`config.mk`:
```
export PLATFORM = sky130hd
export DESIGN_NAME = ptbn_ctrl
export DESIGN_NICKNAME = d
export VERILOG_FILES = /design/src/ptbn_pkg.sv /design/src/ptbn_ctrl.sv
export SDC_FILE = /design/constraint.sdc
export NUM_CORES = 1
export LEC_CHECK = 0
export BUFFER_PORTS_ARGS = -buffer_cell sky130_fd_sc_hd__buf_2
export CAP_MARGIN = 20
export CORE_MARGIN = 4
export CORE_UTILIZATION = 60
export DETAILED_ROUTE_END_ITERATION = 10
export PLACE_DENSITY = 0.89
export SYNTH_ARGS = -nofsm -noshare
export SYNTH_HDL_FRONTEND = slang
export SYNTH_SLANG_ARGS = --single-unit
```
`constraint.sdc`:
```
create_clock -name clk -period 2.72 [get_ports clk]
set_input_delay 0.136 -clock clk [delete_from_list [all_inputs] [get_ports clk]]
set_output_delay 0.136 -clock clk [all_outputs]
set_load 0.005 [all_outputs]
```
`src/ptbn_pkg.sv`:
```
// Shared types, constants and command codes for the pair turnover likelihood block.
`timescale 1ns / 1ps
package ptbn_pkg;

	localparam int FRAC_BITS  = 16;
	localparam int SITE_COUNT = 4096;
	localparam int SITE_AW    = $clog2(SITE_COUNT);
	localparam int COEF_COUNT = 16;
	localparam int COEF_AW    = (COEF_COUNT > 1) ? $clog2(COEF_COUNT) : 1;
	localparam int ELEM_CW    = $clog2(COEF_COUNT + 1);

	localparam int EXP_HALVINGS = 10;
	localparam int LOG_BITS     = 20;
	localparam int DIV_W        = 16 + FRAC_BITS + 16;
	localparam int LN_SHL       = (FRAC_BITS >= LOG_BITS) ? FRAC_BITS - LOG_BITS : 0;
	localparam int LN_SHR       = (FRAC_BITS < LOG_BITS) ? LOG_BITS - FRAC_BITS : 0;
	localparam int STEP_W       = 6;

	localparam logic [47:0] MAX48   = 48'hFFFF_FFFF_FFFF;
	localparam logic [31:0] Q30_ONE = 32'h4000_0000;
	localparam logic [29:0] LN2_Q30 = 30'd744261118;
	localparam logic [15:0] P_MIN   = 16'd1;
	localparam logic [15:0] P_MAX   = 16'd65534;

	localparam logic [STEP_W-1:0] SQ_STEPS  = STEP_W'(EXP_HALVINGS);
	localparam logic [STEP_W-1:0] LOG_STEPS = STEP_W'(LOG_BITS);
	localparam logic [STEP_W-1:0] DIV_STEPS = STEP_W'(DIV_W);

	typedef enum logic [1:0] {
		OPC_RICH  = 2'd0,
		OPC_COEF  = 2'd1,
		OPC_PAIR  = 2'd2,
		OPC_CLEAR = 2'd3
	} opc_t;

	typedef enum logic [4:0] {
		ST_IDLE, ST_ACC, ST_ETA, ST_RED, ST_R2, ST_R3, ST_POLY, ST_SQ, ST_SIM,
		ST_DIVA_LD, ST_DIVA, ST_DIVB_LD, ST_DIVB, ST_PROB, ST_NORM, ST_LOGSQ,
		ST_LN, ST_WTERM, ST_ADD, ST_OUT
	} state_t;

	typedef enum logic [4:0] {
		DP_NONE, DP_ACCEPT, DP_ACC, DP_ETA, DP_RED, DP_R2, DP_R3, DP_POLY, DP_SQ,
		DP_SIM, DP_DIV_A, DP_DIV_B, DP_DIV_STEP, DP_PROB, DP_NORM, DP_LOGSQ,
		DP_LN, DP_WTERM, DP_ADD, DP_OUT
	} dp_op_t;

	typedef struct packed {
		dp_op_t op;
		logic   out_load;
	} cmd_t;

endpackage

```
`src/ptbn_ctrl.sv`:
```
// Controller: sequences each item through the datapath and owns the handshakes.
`timescale 1ns / 1ps
module ptbn_ctrl (
	input  logic           clk,
	input  logic           arst_n,
	input  logic           in_valid,
	input  logic [1:0]     in_opcode,
	input  logic           in_last,
	output logic           in_ready,
	input  logic           out_ready,
	output logic           out_valid,
	output ptbn_pkg::cmd_t cmd
);

	ptbn_pkg::state_t state_q, state_d;
	logic [ptbn_pkg::STEP_W-1:0] step_q;
	logic last_q;
	logic out_valid_q;
	logic accept;
	logic slot_free;

	assign accept    = in_valid && in_ready;
	assign slot_free = !out_valid_q || out_ready;

	always_comb begin
		state_d = state_q;
		unique case (state_q)
			ptbn_pkg::ST_IDLE: begin
				if (in_valid && in_opcode == ptbn_pkg::OPC_PAIR) begin
					state_d = ptbn_pkg::ST_ACC;
				end
			end
			ptbn_pkg::ST_ACC: state_d = last_q ? ptbn_pkg::ST_ETA : ptbn_pkg::ST_IDLE;
			ptbn_pkg::ST_ETA: state_d = ptbn_pkg::ST_RED;
			ptbn_pkg::ST_RED: state_d = ptbn_pkg::ST_R2;
			ptbn_pkg::ST_R2: state_d = ptbn_pkg::ST_R3;
			ptbn_pkg::ST_R3: state_d = ptbn_pkg::ST_POLY;
			ptbn_pkg::ST_POLY: state_d = ptbn_pkg::ST_SQ;
			ptbn_pkg::ST_SQ: begin
				if (step_q == ptbn_pkg::SQ_STEPS - 1'b1) begin
					state_d = ptbn_pkg::ST_SIM;
				end
			end
			ptbn_pkg::ST_SIM: state_d = ptbn_pkg::ST_DIVA_LD;
			ptbn_pkg::ST_DIVA_LD: state_d = ptbn_pkg::ST_DIVA;
			ptbn_pkg::ST_DIVA: begin
				if (step_q == ptbn_pkg::DIV_STEPS - 1'b1) begin
					state_d = ptbn_pkg::ST_DIVB_LD;
				end
			end
			ptbn_pkg::ST_DIVB_LD: state_d = ptbn_pkg::ST_DIVB;
			ptbn_pkg::ST_DIVB: begin
				if (step_q == ptbn_pkg::DIV_STEPS - 1'b1) begin
					state_d = ptbn_pkg::ST_PROB;
				end
			end
			ptbn_pkg::ST_PROB: state_d = ptbn_pkg::ST_NORM;
			ptbn_pkg::ST_NORM: state_d = ptbn_pkg::ST_LOGSQ;
			ptbn_pkg::ST_LOGSQ: begin
				if (step_q == ptbn_pkg::LOG_STEPS - 1'b1) begin
					state_d = ptbn_pkg::ST_LN;
				end
			end
			ptbn_pkg::ST_LN: state_d = ptbn_pkg::ST_WTERM;
			ptbn_pkg::ST_WTERM: state_d = ptbn_pkg::ST_ADD;
			ptbn_pkg::ST_ADD: state_d = ptbn_pkg::ST_OUT;
			ptbn_pkg::ST_OUT: begin
				if (slot_free) begin
					state_d = ptbn_pkg::ST_IDLE;
				end
			end
			default: state_d = ptbn_pkg::ST_IDLE;
		endcase
	end

	always_comb begin
		in_ready     = 1'b0;
		cmd.op       = ptbn_pkg::DP_NONE;
		cmd.out_load = 1'b0;
		unique case (state_q)
			ptbn_pkg::ST_IDLE: begin
				in_ready = 1'b1;
				if (in_valid) begin
					cmd.op = ptbn_pkg::DP_ACCEPT;
				end
			end
			ptbn_pkg::ST_ACC: cmd.op = ptbn_pkg::DP_ACC;
			ptbn_pkg::ST_ETA: cmd.op = ptbn_pkg::DP_ETA;
			ptbn_pkg::ST_RED: cmd.op = ptbn_pkg::DP_RED;
			ptbn_pkg::ST_R2: cmd.op = ptbn_pkg::DP_R2;
			ptbn_pkg::ST_R3: cmd.op = ptbn_pkg::DP_R3;
			ptbn_pkg::ST_POLY: cmd.op = ptbn_pkg::DP_POLY;
			ptbn_pkg::ST_SQ: cmd.op = ptbn_pkg::DP_SQ;
			ptbn_pkg::ST_SIM: cmd.op = ptbn_pkg::DP_SIM;
			ptbn_pkg::ST_DIVA_LD: cmd.op = ptbn_pkg::DP_DIV_A;
			ptbn_pkg::ST_DIVA: cmd.op = ptbn_pkg::DP_DIV_STEP;
			ptbn_pkg::ST_DIVB_LD: cmd.op = ptbn_pkg::DP_DIV_B;
			ptbn_pkg::ST_DIVB: cmd.op = ptbn_pkg::DP_DIV_STEP;
			ptbn_pkg::ST_PROB: cmd.op = ptbn_pkg::DP_PROB;
			ptbn_pkg::ST_NORM: cmd.op = ptbn_pkg::DP_NORM;
			ptbn_pkg::ST_LOGSQ: cmd.op = ptbn_pkg::DP_LOGSQ;
			ptbn_pkg::ST_LN: cmd.op = ptbn_pkg::DP_LN;
			ptbn_pkg::ST_WTERM: cmd.op = ptbn_pkg::DP_WTERM;
			ptbn_pkg::ST_ADD: cmd.op = ptbn_pkg::DP_ADD;
			ptbn_pkg::ST_OUT: begin
				if (slot_free) begin
					cmd.op       = ptbn_pkg::DP_OUT;
					cmd.out_load = 1'b1;
				end
			end
			default: begin
			end
		endcase
	end

	always_ff @(posedge clk or negedge arst_n) begin
		if (!arst_n) begin
			state_q     <= ptbn_pkg::ST_IDLE;
			step_q      <= '0;
			last_q      <= 1'b0;
			out_valid_q <= 1'b0;
		end else begin
			state_q <= state_d;
			step_q  <= (state_d != state_q) ? '0 : step_q + 1'b1;
			if (accept) begin
				last_q <= in_last;
			end
			if (cmd.out_load) begin
				out_valid_q <= 1'b1;
			end else if (out_ready) begin
				out_valid_q <= 1'b0;
			end
		end
	end

	assign out_valid = out_valid_q;

	a_load_to_idle: assert property (@(posedge clk) disable iff (!arst_n)
		cmd.out_load |=> state_q == ptbn_pkg::ST_IDLE)
		else $error("result load did not return to idle");
	a_no_overwrite: assert property (@(posedge clk) disable iff (!arst_n)
		cmd.out_load |-> (!out_valid_q || out_ready))
		else $error("result register overwritten while waiting");
	a_pair_to_acc: assert property (@(posedge clk) disable iff (!arst_n)
		(accept && in_opcode == ptbn_pkg::OPC_PAIR) |=> state_q == ptbn_pkg::ST_ACC)
		else $error("pair element not accumulated");
	a_div_bound: assert property (@(posedge clk) disable iff (!arst_n)
		(state_q == ptbn_pkg::ST_DIVA || state_q == ptbn_pkg::ST_DIVB)
		|-> step_q < ptbn_pkg::DIV_STEPS)
		else $error("divider ran past its step count");

endmodule
```
==> out/metrics.csv <==
stage;metric;value;unit
run_status;status;finished, final reports clean;
global_route;grt_pass1_wl;3.82;mm
clock_network;clkTransAtPathRegs;0.09;ns
yosys;ys_ff_latch;13;
yosys;synthSimpleGateAreaFrac;31.0;%
timing;whs;0.0947;ns
global_route;antenna_found_initial;0;
power;leakage;0.487;nW
critical_path;cp_data_required_time;2.58;ns
timing;skew;0.0101;ns
clock_network;cts_setup_buffers;0;
yosys;yosysMostFrequentCell;dfrtp_1;
floorplanning;die_w;50.3;um
yosys;synth_xor_area_share;5.72;%
yosys;yosys_warnings;0;
timing;hold_viol_final;0;
timing;slew_headroom;61.7;%
placed_design;numPortBuffers;14;
timing;rsz0062_at_grt;false;
yosys;yosys.area_share.adder;2.34;%
clock_network;cts_root_buf;clkbuf_4;
critical_path;critical_path_arrival;1.98;ns
timing;setup-tns-final;0;ns
power;power.density;809;nW/um^2
clock_network;cts_tree;built;
yosys;synth_cell_types;44;
power;peakVddDrop;0.561;mV
yosys;synth_edf_count;0;
detailed_routing;wirelength;2.23;mm
run;drv_cap;0;
cells_and_area;area.growth.synth_to_final;6.19;%
timing;setup_viol;0;
clock_network;clock_latency;0.28;ns
cells_and_area;fill_cells;133;
detailed_routing;wl_per_cell;14.3;um
global_route;grt_pass1_vias;854;
critical_path;path_class;reg -> out;
floorplanning;die-area;2530;um^2
hold_path;min_path_type;in -> reg;
critical_path;crit_path_end_kind;primary output;
timing;worst_pin_slew;0.575;ns
critical_path;crit_start;state_q[4];
critical_path;r2r_start;step_q[0];
cells_and_area;nets;141;
floorplanning;fp-row-count;15;
yosys;synth_area_leaders;dfrtp_1, a211oi_1, nor2_1;
critical_path;path_max_fanout;19;
hold_path;worstHoldStart;in_last;
yosys;synthFlopType;dfrtp_1;
critical_path;timing.critical_path.buf_inv;1;
global_route;grt_usage;19.5;%
critical_path;cp_slowest_stage_delay;0.72;ns
clock_network;cts_made_buffers;3;
floorplanning;die_height;50.3;um
yosys;yosysTopAreaCellShare;30.4;%
yosys;syn_inst;123;
yosys;seq_area_frac_synth;30.4;%
critical_path;start_kind;flop;
clock_network;cts.sinks;13;
critical_path;path_delay_family;simple AND/OR/NAND/NOR gates;
floorplanning;io_pins;15;
critical_path;r2r_setup_slack;0.86;ns
yosys;synth_fp_nets;132;
cells_and_area;drive_above_1_share;19.8;%
detailed_routing;drt_first_pass_iters;4;
yosys;synth_top_family_by_area;simple AND/OR/NAND/NOR gates;
floorplanning;core;1710;um^2
clock_network;cts_buffer_depth;2;
power;total_power;0.920;mW
timing;fmax;0.474;GHz
timing;period_needed;2.11;ns
yosys;yosys.area.top_type;dfrtp_1;
yosys;async_flop_share;100;%
yosys;synthMuxAreaShare;3.04;%
timing;finalCritPeriodShare;77.6;%
placed_design;globalplace.congestion;0.812;
yosys;synthTopCellsByCount;dfrtp_1, nor2_1, nand2_1;
yosys;syn_avg_cell_area;8.71;um^2
floorplanning;initial_core_util;62.7;%
placed_design;dp_hpwl;1.59;mm
global_route;grt_overflow;0;
detailed_routing;viasPerCell;6.03;
timing;drv_slew;0;
yosys;netlist_area;1070;um^2
detailed_routing;drcViolationCount;0;
detailed_routing;initialDrtViolationCount;36;
critical_path;crit_slowest_cell;dfrtp_1;
clock_network;cts_max_level;1;
detailed_routing;antenna_left;0;
cells_and_area;antenna_cells;0;
detailed_routing;vias;941;
global_route;grt_max_degree;22;
yosys;synth_compound_area_share;19.9;%
critical_path;crit_chain;or3b_4 > or2_2 > nor2_1 > buf_2;
-- cell families after synthesis --
kind of cell | Yosys count
xor gates and xnor gates | 7
buffers and inverters | 14
adders and majority gates | 2
and+or+nand+nor | 53
AOI/OAI and AO/OA | 31
DFF | 13
muxes | 3
-- through the flow --
step / setup WS (ns) / area [um^2] / cells / util [%]
finish: 0.608 / 1140 / 156 / 66.6
global route: 0.481 / 1140 / 156 / 66.6
CTS: 0.615 / 1140 / 156 / 66.6
detailed placement: 0.905 / 1100 / 151 / 64.5
global placement: 0.923 / 1100 / 151 / 64.5
floorplan: 1.15 / 1070 / 123 / -
-- placed cells by master (no fill, tap or decap), types with 4 or more instances in the layout --
cell type / synthesis / routed
buf_2: 6 / 14
nor2b_1: 5 / 5
nor2_1: 11 / 11
dfrtp_1: 13 / 13
xor2_1: 4 / 4
nand2_1: 10 / 10
o21ai_0: 6 / 6
a211oi_1: 6 / 6
nand2b_1: 4 / 4
o22ai_1: 4 / 4
-- path summary, 6_finish.rpt --
kind / end / cells after the start
min in group asynchronous: state_q[4] / 2
worst min register to register: step_q[0] / 1
worst max register to register: state_q[0] / 5
worst min-delay path: last_q / 2
max in group asynchronous: step_q[1] / 2
worst max-delay path: cmd[0] / 4
-- registers in the layout, summed over array words and instances (netlist names) --
name	flops
out_valid	1
last_q	1
state_q	5
step_q	6
-- routing by layer --
metal | track usage [%] | part of all wire (%) | routed length, um | vias to the layer above
met1 | 26.7 | 44 | 987 | 439
met4 | 5.53 | 0.27 | 6 | 0
li1 | - | - | - | 468
met5 | 0 | 0 | 0 | -
met2 | 31.5 | 50 | 1100 | 32
met3 | 2.97 | 5.7 | 128 | 2
-- area by class of cell --
class	count	area [um^2]	area share, %
clock buffer	4	26.3	2.31
sequential	13	325	28.6
multi-input combinational	96	663	58.3
tap	25	31.3	2.75
timing repair buffer	15	80.1	7.04
inverter	3	11.3	0.990
-- power by group --
group | switching [mW] | leakage [nW] | internal (mW)
clock network | 0.0662 | 0.0150 | 0.0568
registers | 0.119 | 0.171 | 0.234
logic | 0.226 | 0.300 | 0.219
total | 0.411 | 0.487 | 0.509
-- what timing repair did --
item,4_1_cts,5_1_grt
hold endpoints to repair,13,0
resized for setup,0,0
hold buffers,1,0
(Power assumes the default switching activity.)
